--- src/rtl/bpc_pkg.sv ---
// ----------------------------------------------------------------------------
// Barometer pressure compensation package
// Shared types and fixed-point constants for the compensation pipeline.
// ----------------------------------------------------------------------------
package bpc_pkg;

    // Configuration register indexes.
    localparam int unsigned CFG_INDEX_W = 2;
    localparam logic [CFG_INDEX_W-1:0] REG_OFFSET_COEFF   = 2'd0;
    localparam logic [CFG_INDEX_W-1:0] REG_PRESSURE_SLOPE = 2'd1;
    localparam logic [CFG_INDEX_W-1:0] REG_TEMP_SLOPE     = 2'd2;
    localparam logic [CFG_INDEX_W-1:0] REG_CROSS_COEFF    = 2'd3;

    // Pressure scaling: z = (2080*s + 1023*2^22) >> 23, q = floor(z/1023) + 800.
    localparam logic [49:0] Y_BIAS        = 50'd4290772992;
    localparam int          Z_W           = 27;
    localparam logic signed [Z_W-1:0] Z_LOW_LIMIT  = -27'sd818400;
    localparam logic signed [Z_W-1:0] Z_HIGH_LIMIT = 27'sd3371808;
    localparam logic [21:0] W_OFFSET      = 22'd818400;
    // ceil(2^32 / 1023); exact for every w below 2^22.
    localparam logic [22:0] RECIP_1023    = 23'd4198405;
    localparam logic [11:0] PRESS_MAX     = 12'd4095;

    // Temperature scaling: u = 421349 - 320*T, tq = floor(u/107) - 2048.
    localparam logic [18:0] TEMP_BIAS     = 19'd421349;
    // ceil(2^26 / 107); exact for every u below 2^19.
    localparam logic [19:0] RECIP_107     = 20'd627186;
    localparam logic [11:0] TEMP_OFFSET   = 12'd2048;

    typedef struct packed {
        logic [9:0] pressure_adc;
        logic [9:0] temperature_adc;
    } sample_t;

    typedef struct packed {
        logic [11:0]        pressure_kpa_q4;
        logic signed [11:0] temperature_c_q4;
        logic               clipped;
    } result_t;

    // Decoded coefficients, all two's complement.
    typedef struct packed {
        logic signed [15:0] a0;
        logic signed [15:0] b1;
        logic signed [15:0] b2;
        logic signed [13:0] c12;
    } coeff_t;

    // Last pressure stage, before saturation.
    typedef struct packed {
        logic        valid;
        logic [11:0] quotient;
        logic        clip_low;
        logic        clip_high;
    } press_stage_t;

endpackage

--- src/rtl/bpc_coeff_regs.sv ---
// ----------------------------------------------------------------------------
// Coefficient register file
// Holds the four raw coefficient words and decodes them to fixed point.
// ----------------------------------------------------------------------------
module bpc_coeff_regs
(
    input  logic                              clk,
    input  logic                              rst_n,
    input  logic                              wr_en,
    input  logic [bpc_pkg::CFG_INDEX_W-1:0]   wr_index,
    input  logic [15:0]                       wr_data,
    output bpc_pkg::coeff_t                   coeff
);

    logic [15:0] offset_reg;
    logic [15:0] press_slope_reg;
    logic [15:0] temp_slope_reg;
    logic [15:0] cross_reg;

    // Register writes; an index with no register behind it is dropped.
    always_ff @(posedge clk or negedge rst_n)
    begin
        if (!rst_n)
        begin
            offset_reg      <= '0;
            press_slope_reg <= '0;
            temp_slope_reg  <= '0;
            cross_reg       <= '0;
        end
        else if (wr_en)
        begin
            case (wr_index)
                bpc_pkg::REG_OFFSET_COEFF:   offset_reg      <= wr_data;
                bpc_pkg::REG_PRESSURE_SLOPE: press_slope_reg <= wr_data;
                bpc_pkg::REG_TEMP_SLOPE:     temp_slope_reg  <= wr_data;
                bpc_pkg::REG_CROSS_COEFF:    cross_reg       <= wr_data;
                default: ;
            endcase
        end
    end

    // The cross term uses only the upper fourteen bits of its word.
    always_comb
    begin
        coeff.a0  = $signed(offset_reg);
        coeff.b1  = $signed(press_slope_reg);
        coeff.b2  = $signed(temp_slope_reg);
        coeff.c12 = $signed(cross_reg[15:2]);
    end

endmodule

--- src/rtl/bpc_pressure_pipe.sv ---
// ----------------------------------------------------------------------------
// Pressure compensation pipeline
// Seven register stages from the raw readings to the scaled pressure quotient.
// ----------------------------------------------------------------------------
module bpc_pressure_pipe
(
    input  logic                   clk,
    input  logic                   rst_n,
    input  logic                   in_valid,
    input  logic [9:0]             pressure_adc,
    input  logic [9:0]             temperature_adc,
    input  bpc_pkg::coeff_t        coeff,
    output bpc_pkg::press_stage_t  stage_out
);

    localparam int DEPTH = 7;

    logic [DEPTH-1:0]   valid_reg;
    logic [DEPTH-1:0]   valid_next;

    // Stage 1: cross and temperature products.
    logic signed [24:0] ct_reg;
    logic signed [26:0] b2t_reg;
    logic [9:0]         p1_reg;
    // Stage 2: pressure coefficient.
    logic signed [25:0] inner_reg;
    logic signed [26:0] b2t2_reg;
    logic [9:0]         p2_reg;
    // Stage 3: pressure product.
    logic signed [36:0] prod_reg;
    logic signed [26:0] b2t3_reg;
    // Stage 4: pcomp at scale 2^22.
    logic [37:0]        s_reg;
    // Stage 5: pressure scaled and halved.
    logic [bpc_pkg::Z_W-1:0] z_reg;
    // Stage 6: range check and offset dividend.
    logic [21:0]        w_reg;
    logic               lo6_reg;
    logic               hi6_reg;
    // Stage 7: quotient by 1023.
    logic [11:0]        q_reg;
    logic               lo7_reg;
    logic               hi7_reg;

    logic signed [24:0] ct_next;
    logic signed [26:0] b2t_next;
    logic signed [25:0] inner_next;
    logic signed [36:0] prod_next;
    logic [37:0]        s_next;
    logic [49:0]        s_wide;
    logic [49:0]        y_next;
    logic [bpc_pkg::Z_W-1:0] z_next;
    logic [21:0]        w_next;
    logic               lo_next;
    logic               hi_next;
    logic [44:0]        recip_prod;
    logic [11:0]        q_next;

    // Valid bits shift along with the data.
    assign valid_next = {valid_reg[DEPTH-2:0], in_valid};

    always_ff @(posedge clk or negedge rst_n)
    begin
        if (!rst_n)
        begin
            valid_reg <= '0;
        end
        else
        begin
            valid_reg <= valid_next;
        end
    end

    // Arithmetic of each stage.
    always_comb
    begin
        ct_next    = coeff.c12 * $signed({1'b0, temperature_adc});
        b2t_next   = coeff.b2 * $signed({1'b0, temperature_adc});
        inner_next = $signed({coeff.b1[15], coeff.b1, 9'b0}) + $signed({ct_reg[24], ct_reg});
        prod_next  = inner_reg * $signed({1'b0, p2_reg});
        s_next     = {{3{coeff.a0[15]}}, coeff.a0, 19'b0}
                   + {prod_reg[36], prod_reg}
                   + {{3{b2t3_reg[26]}}, b2t3_reg, 8'b0};
        s_wide     = {{12{s_reg[37]}}, s_reg};
        y_next     = (s_wide << 11) + (s_wide << 5) + bpc_pkg::Y_BIAS;
        z_next     = y_next[49:23];
        lo_next    = $signed(z_reg) < bpc_pkg::Z_LOW_LIMIT;
        hi_next    = $signed(z_reg) >= bpc_pkg::Z_HIGH_LIMIT;
        w_next     = z_reg[21:0] + bpc_pkg::W_OFFSET;
        recip_prod = w_reg * bpc_pkg::RECIP_1023;
        q_next     = recip_prod[43:32];
    end

    // Data registers load every cycle.
    always_ff @(posedge clk)
    begin
        ct_reg    <= ct_next;
        b2t_reg   <= b2t_next;
        p1_reg    <= pressure_adc;
        inner_reg <= inner_next;
        b2t2_reg  <= b2t_reg;
        p2_reg    <= p1_reg;
        prod_reg  <= prod_next;
        b2t3_reg  <= b2t2_reg;
        s_reg     <= s_next;
        z_reg     <= z_next;
        w_reg     <= w_next;
        lo6_reg   <= lo_next;
        hi6_reg   <= hi_next;
        q_reg     <= q_next;
        lo7_reg   <= lo6_reg;
        hi7_reg   <= hi6_reg;
    end

    always_comb
    begin
        stage_out.valid     = valid_reg[DEPTH-1];
        stage_out.quotient  = q_reg;
        stage_out.clip_low  = lo7_reg;
        stage_out.clip_high = hi7_reg;
    end

endmodule

--- src/rtl/bpc_temp_pipe.sv ---
// ----------------------------------------------------------------------------
// Temperature conversion pipeline
// Converts the temperature reading to Q4 Celsius in step with the pressure path.
// ----------------------------------------------------------------------------
module bpc_temp_pipe
(
    input  logic               clk,
    input  logic [9:0]         temperature_adc,
    output logic signed [11:0] temperature_c_q4
);

    localparam int DELAY = 4;

    logic [18:0]        u_reg;
    logic [38:0]        prod_reg;
    logic [11:0]        tq_reg;
    logic [11:0]        delay_reg [DELAY];

    logic [18:0]        t_scaled;
    logic [18:0]        u_next;
    logic [38:0]        prod_next;
    logic [11:0]        v_next;

    // Divide by 107 through a reciprocal multiply, then remove the bias.
    always_comb
    begin
        t_scaled  = {1'b0, temperature_adc, 8'b0} + {3'b0, temperature_adc, 6'b0};
        u_next    = bpc_pkg::TEMP_BIAS - t_scaled;
        prod_next = u_reg * bpc_pkg::RECIP_107;
        v_next    = prod_reg[37:26] - bpc_pkg::TEMP_OFFSET;
    end

    // Three working stages and a delay line to match the pressure latency.
    always_ff @(posedge clk)
    begin
        u_reg        <= u_next;
        prod_reg     <= prod_next;
        tq_reg       <= v_next;
        delay_reg[0] <= tq_reg;
        for (int i = 1; i < DELAY; i++)
        begin
            delay_reg[i] <= delay_reg[i-1];
        end
    end

    assign temperature_c_q4 = $signed(delay_reg[DELAY-1]);

endmodule

--- src/rtl/barometer_pressure_compensation.sv ---
// ----------------------------------------------------------------------------
// Barometer pressure compensation
// Compensates a pressure reading with four coefficients and converts both
// readings to Q4 kPa and Q4 Celsius.
// ----------------------------------------------------------------------------
// Throughput: one item per cycle; busy stays low and the receiver cannot stall.
// The pipeline depth is set by the seven arithmetic stages plus the output register.
// Reset clears the coefficient registers to zero and all valid bits.
// ----------------------------------------------------------------------------
module barometer_pressure_compensation
(
    input  logic                              clk,
    input  logic                              rst_n,
    input  logic                              start,
    output logic                              busy,
    input  bpc_pkg::sample_t                  sample,
    output logic                              result_valid,
    output bpc_pkg::result_t                  result,
    input  logic                              cfg_valid,
    output logic                              cfg_ready,
    input  logic [bpc_pkg::CFG_INDEX_W-1:0]   cfg_index,
    input  logic [15:0]                       cfg_data
);

    bpc_pkg::coeff_t       coeff;
    bpc_pkg::press_stage_t press_stage;
    logic signed [11:0]    temp_q4;
    logic                  accept;

    logic                  valid_reg;
    logic                  valid_next;
    bpc_pkg::result_t      result_reg;
    bpc_pkg::result_t      result_next;

    assign busy      = 1'b0;
    assign cfg_ready = 1'b1;
    assign accept    = start && !busy;

    bpc_coeff_regs u_coeff_regs
    (
        .clk      (clk),
        .rst_n    (rst_n),
        .wr_en    (cfg_valid && cfg_ready),
        .wr_index (cfg_index),
        .wr_data  (cfg_data),
        .coeff    (coeff)
    );

    bpc_pressure_pipe u_pressure_pipe
    (
        .clk             (clk),
        .rst_n           (rst_n),
        .in_valid        (accept),
        .pressure_adc    (sample.pressure_adc),
        .temperature_adc (sample.temperature_adc),
        .coeff           (coeff),
        .stage_out       (press_stage)
    );

    bpc_temp_pipe u_temp_pipe
    (
        .clk              (clk),
        .temperature_adc  (sample.temperature_adc),
        .temperature_c_q4 (temp_q4)
    );

    // Saturate the pressure and assemble the item.
    always_comb
    begin
        valid_next                   = press_stage.valid;
        result_next.temperature_c_q4 = temp_q4;
        result_next.clipped          = press_stage.clip_low || press_stage.clip_high;
        if (press_stage.clip_low)
        begin
            result_next.pressure_kpa_q4 = '0;
        end
        else if (press_stage.clip_high)
        begin
            result_next.pressure_kpa_q4 = bpc_pkg::PRESS_MAX;
        end
        else
        begin
            result_next.pressure_kpa_q4 = press_stage.quotient;
        end
    end

    // Output strobe.
    always_ff @(posedge clk or negedge rst_n)
    begin
        if (!rst_n)
        begin
            valid_reg <= 1'b0;
        end
        else
        begin
            valid_reg <= valid_next;
        end
    end

    // Output payload.
    always_ff @(posedge clk)
    begin
        result_reg <= result_next;
    end

    assign result_valid = valid_reg;
    assign result       = result_reg;

endmodule

--- config.mk ---
export PLATFORM = sky130hd
export DESIGN_NAME = barometer_pressure_compensation
export DESIGN_NICKNAME = d
export VERILOG_FILES = /design/src/rtl/bpc_pkg.sv /design/src/rtl/bpc_coeff_regs.sv /design/src/rtl/bpc_pressure_pipe.sv /design/src/rtl/bpc_temp_pipe.sv /design/src/rtl/barometer_pressure_compensation.sv
export SDC_FILE = /design/constraint.sdc
export NUM_CORES = 2
export LEC_CHECK = 0
export BUFFER_PORTS_ARGS = -buffer_cell sky130_fd_sc_hd__buf_2
export CAP_MARGIN = 20
export CORE_MARGIN = 2
export CORE_UTILIZATION = 30
export DETAILED_ROUTE_END_ITERATION = 8
export PLACE_DENSITY = 0.43
export REMOVE_ABC_BUFFERS = 1
export SYNTH_ARGS = -nofsm -noshare
export SYNTH_HDL_FRONTEND = slang
export SYNTH_HIERARCHICAL = 1
export SYNTH_SLANG_ARGS = --single-unit
--- constraint.sdc ---
create_clock -name clk -period 6.9 [get_ports clk]
set_clock_uncertainty 0.1 [all_clocks]
set_input_delay 1.035 -clock clk [delete_from_list [all_inputs] [get_ports clk]]
set_output_delay 1.035 -clock clk [all_outputs]
set_load 0.01 [all_outputs]
==> run summary <==
The HPWL after detailed placement came out at 86,470 um. The post-synthesis register bit count is 472. The number of buffers added to fix hold violations after cts came out at 0. The transition at the pin with the smallest max-transition slack came out at 0.9312 ns.

Among all stages on the critical path, the largest delay is contributed by fa_1. In this run the count of I/O pins placed on the die edge is 70. The share of async-settable or async-resettable flops after synthesis is 0.1483. The CTS buffer count came out at between 50 and 60.

The placer's final routability congestion estimate came out at about 0.8. The delay of the slowest critical-path stage is slightly below 0.6 ns. The total die area came out at 151,300 um2.

For this run, the leading register cell type out of synthesis is dfxtp_1. Setup repair after global routing left no endpoint under its margin. The mean post-synth cell area is about 10 um2. The timing-limited maximum frequency is 156.9 MHz.

The data required time of the worst path is 7.35 ns. The final-report hold violation count was 0. The H-tree was split into 2 levels.

The clock latency reported for the late side of the worst-skew pair came out at 0.68 ns. The cell repeated most along the worst path is fa_1. The tightest hold margin is 0.06716 ns. The worst register-to-register path ends at u_pressure_pipe/prod_reg[36]. The synthesized design contains 0 enable-type register cells.

Wires add up to 106,600 um. The classification of the worst-slack hold path is input pin to asynchronous set/reset pin. The number of antenna violations at the first check in global routing came out at 12.

The startpoint identified for the worst register-to-register timing path is u_pressure_pipe/p2_reg[3]. The data arrival time of the critical path came out at 6.83 ns. After detailed routing, the average wire length per cell comes to 16.38 um. STA classifies the critical path startpoint as a flop. The clock period minus final worst setup slack is roughly 6.4 ns.

The first-pass GRT wire length came out at 174,600 um. The total of warnings raised by yosys came out at 6. From synthesis to final layout, the design area changed by 10.69%. The number of gates given a new drive strength after cts came out at 0. The overall die width came out at 389.0 um. Walking the worst path, the cells encountered are buf_4 -> nand2_1 -> fa_1 -> fa_1 -> inv_1 -> fa_1 -> fa_1 -> inv_1 -> fa_1 -> inv_1 -> ha_1 -> and3_1 -> and2_1 -> a221oi_2 -> a2bb2oi_1 -> a21o_1 -> a31oi_1 -> a221o_1 -> a21oi_1 -> xnor2_1. The via count of the first global-routing pass is just over 30,000. For this run, the detailed router's first-pass iteration total came to 5. By area the synthesized netlist is led by fa_1 28%, dfxtp_1 18%, ha_1 18%. Max-cap violations in this run came to 0. The final-stage net count came out at between 5,000 and 6,000. For this run, the total global-route usage over all layers was measured as 0.1461. The critical path is of the flop to flop type. The count of nets left with antenna violations once routing finished came out at 0. The timing startpoint of the critical path is u_pressure_pipe/p2_reg[3]. The sequential share of the synthesized area came out at 0.2204. The worst setup path is captured at a flop.

The maximum count of clock buffers along a single path came out at 3. After detailed routing, the number of remaining DRC violations is 0. The ratio of final minimum period to clock period is 0.9239.

The count of routing violations after the opening detailed-route iteration came out at 1,132. The flip-flop count of the largest register, all copies and words added came out at 48. The register-to-register path setup slack came out at 0.52 ns. The count of buffers from port buffering is 67. Of all nets on the critical path, the largest fanout is 26. Measured in cells, the most critical reg-to-reg path has a length of 20. The non-filler instance count after layout came out at about 6,500.

The max-slew violation total from the final report came to 0. The gate count of the mapped netlist came out at 4,466. Setup violations remaining at the end of the flow were counted as 0.

Using the TritonRoute via totals, the vias-per-cell ratio works out to 4.434. The effective utilization at floorplan is 0.3015. After floorplanning, the core was sized to cover 147,500 um2. The total number of clock tree sinks came out at 472. The total number of vias is 28,864. The placement row count came out at roughly 140. In the final layout, the share of cells above drive strength 1 is 0.07015.

Headroom to the max-slew limit came out at 0.3792. TritonCTS built the clock tree. For this run the aggregate overflow at the end of global routing stands at 0.

The pin count of the biggest net entering global routing is 64. The cell at the root of the clock tree is clkbuf_16. The number of cells in the design after placement is 6,398.

The library cell with the largest summed area after synthesis is fa_1. In this run, distinct cell masters in the synthesized netlist total 88. The number of buffers added for setup after CTS came out at 0. The post-synthesis cell area came out at 44,460 um2.

The vertical extent of the die came out at around 390 um. Clock-pin slew was measured on the worst setup and hold paths at about 0.060 ns. The area share of the largest cell type after synthesis is 0.2774. The flow ran to the end, and the final reports show no timing, DRC or antenna violations.

Setup total negative slack on the finished layout was measured at 0 ns.
cells in the final DEF, fill, tap and decap left out, types with 7 or more instances in the layout:
master	instances
a211o_1	8
a211oi_1	23
a21boi_0	7
a21o_1	65
a21oi_1	127
a31oi_1	14
and2_1	272
and3_1	15
and4_1	7
buf_2	66
buf_4	49
clkbuf_16	60
clkinv_2	11
clkinv_4	7
dfrtp_1	70
dfxtp_1	402
fa_1	616
ha_1	628
inv_1	935
mux2_2	63
nand2_1	377
nand2b_1	20
nand3_1	46
nand4_1	17
nor2_1	101
nor2b_1	23
nor3_1	49
o211ai_1	7
o21a_1	33
o21ai_0	53
o21ai_1	20
o21ba_1	10
o21bai_1	11
o31a_1	7
o31ai_1	9
or2_2	8
or3_1	13
xnor2_1	123
xor2_1	60
cell type report:
type	count	area, um2
Antenna cell	3	7.507
Multi-Input combinational cell	2941	30650
Sequential cell	472	9799
Inverter	935	3510
Fill cell	15258	98270
Clock buffer	67	1568
Tap cell	1930	2415
Clock inverter	41	467.9
Timing Repair Buffer	120	798.3
routing by layer:
layer	vias up	wire length, um	GRT usage
met5	-	28	0
met4	6	1597	0.02600
li1	14195	-	-
met1	14252	53570	0.2098
met3	95	3345	0.01825
met2	316	48060	0.2369
per-stage QoR:
step / setup WS (ns) / util / instance area [um2]
final: 0.5249 / 0.3337 / 49220
after global routing: 0.1036 / 0.3337 / 49210
after CTS: 0.4231 / 0.3337 / 49210
after detailed placement: 0.1014 / 0.3199 / 47170
after global placement: 0.1446 / 0.3199 / 47170
after floorplan: 0.8049 / - / 43960
Yosys cell counts, types with 8 or more instances:
master and number:
inv_1 935, ha_1 628, fa_1 616, dfxtp_1 402, nand2_1 377, and2_1 272
a21oi_1 127, xnor2_1 123, clkbuf_1 107, nor2_1 101, dfrtp_1 70, a21o_1 65
mux2_2 63, xor2_1 60, o21ai_0 53, nor3_1 49, nand3_1 46, o21a_1 33
a211oi_1 23, nor2b_1 23, nand2b_1 20, o21ai_1 20, nand4_1 17, and3_1 15
a31oi_1 14, or3_1 13, o21bai_1 11, o21ba_1 10, o31ai_1 9, a211o_1 8
or2_2 8
cell families after synthesis:
group,after synthesis,synth area share
other,2,0.0001689
muxes,63,0.01596
adders and majority gates,1244,0.4541
AOI/OAI and AO/OA,478,0.07452
DFF,472,0.2204
xor gates and xnor gates,183,0.03605
and+or+nand+nor,971,0.1086
buffers and inverters,1053,0.09022
critical path, delay by kind of cell (launching register included):
family                   cells  cell delay (ns)
flip-flops                   1             0.32
AO/OA/AOI/OAI                6             1.65
adder cells (fa/ha/maj)      6             3.00
XOR/XNOR                     1             0.16
AND/OR/NAND/NOR              3             0.51
buffers and inverters        4             0.50
how the worst max path moves through the flow:
stage / endpoint / slack (ns) / cells after the start
3_3_place_gp: u_pressure_pipe/b2t_reg[25] / 0.14 / 21
6_report: u_pressure_pipe/prod_reg[36] / 0.52 / 20
4_1_cts: u_pressure_pipe/prod_reg[36] / 0.42 / 18
5_1_grt: u_pressure_pipe/prod_reg[36] / 0.10 / 19
3_5_place_dp: u_pressure_pipe/b2t_reg[25] / 0.10 / 21
2_1_floorplan: u_pressure_pipe/b2t_reg[25] / 0.80 / 19
Power is left out: the tool's default activity adds up to more than one toggle a clock period on the data nets, which glitch-free logic cannot reach.
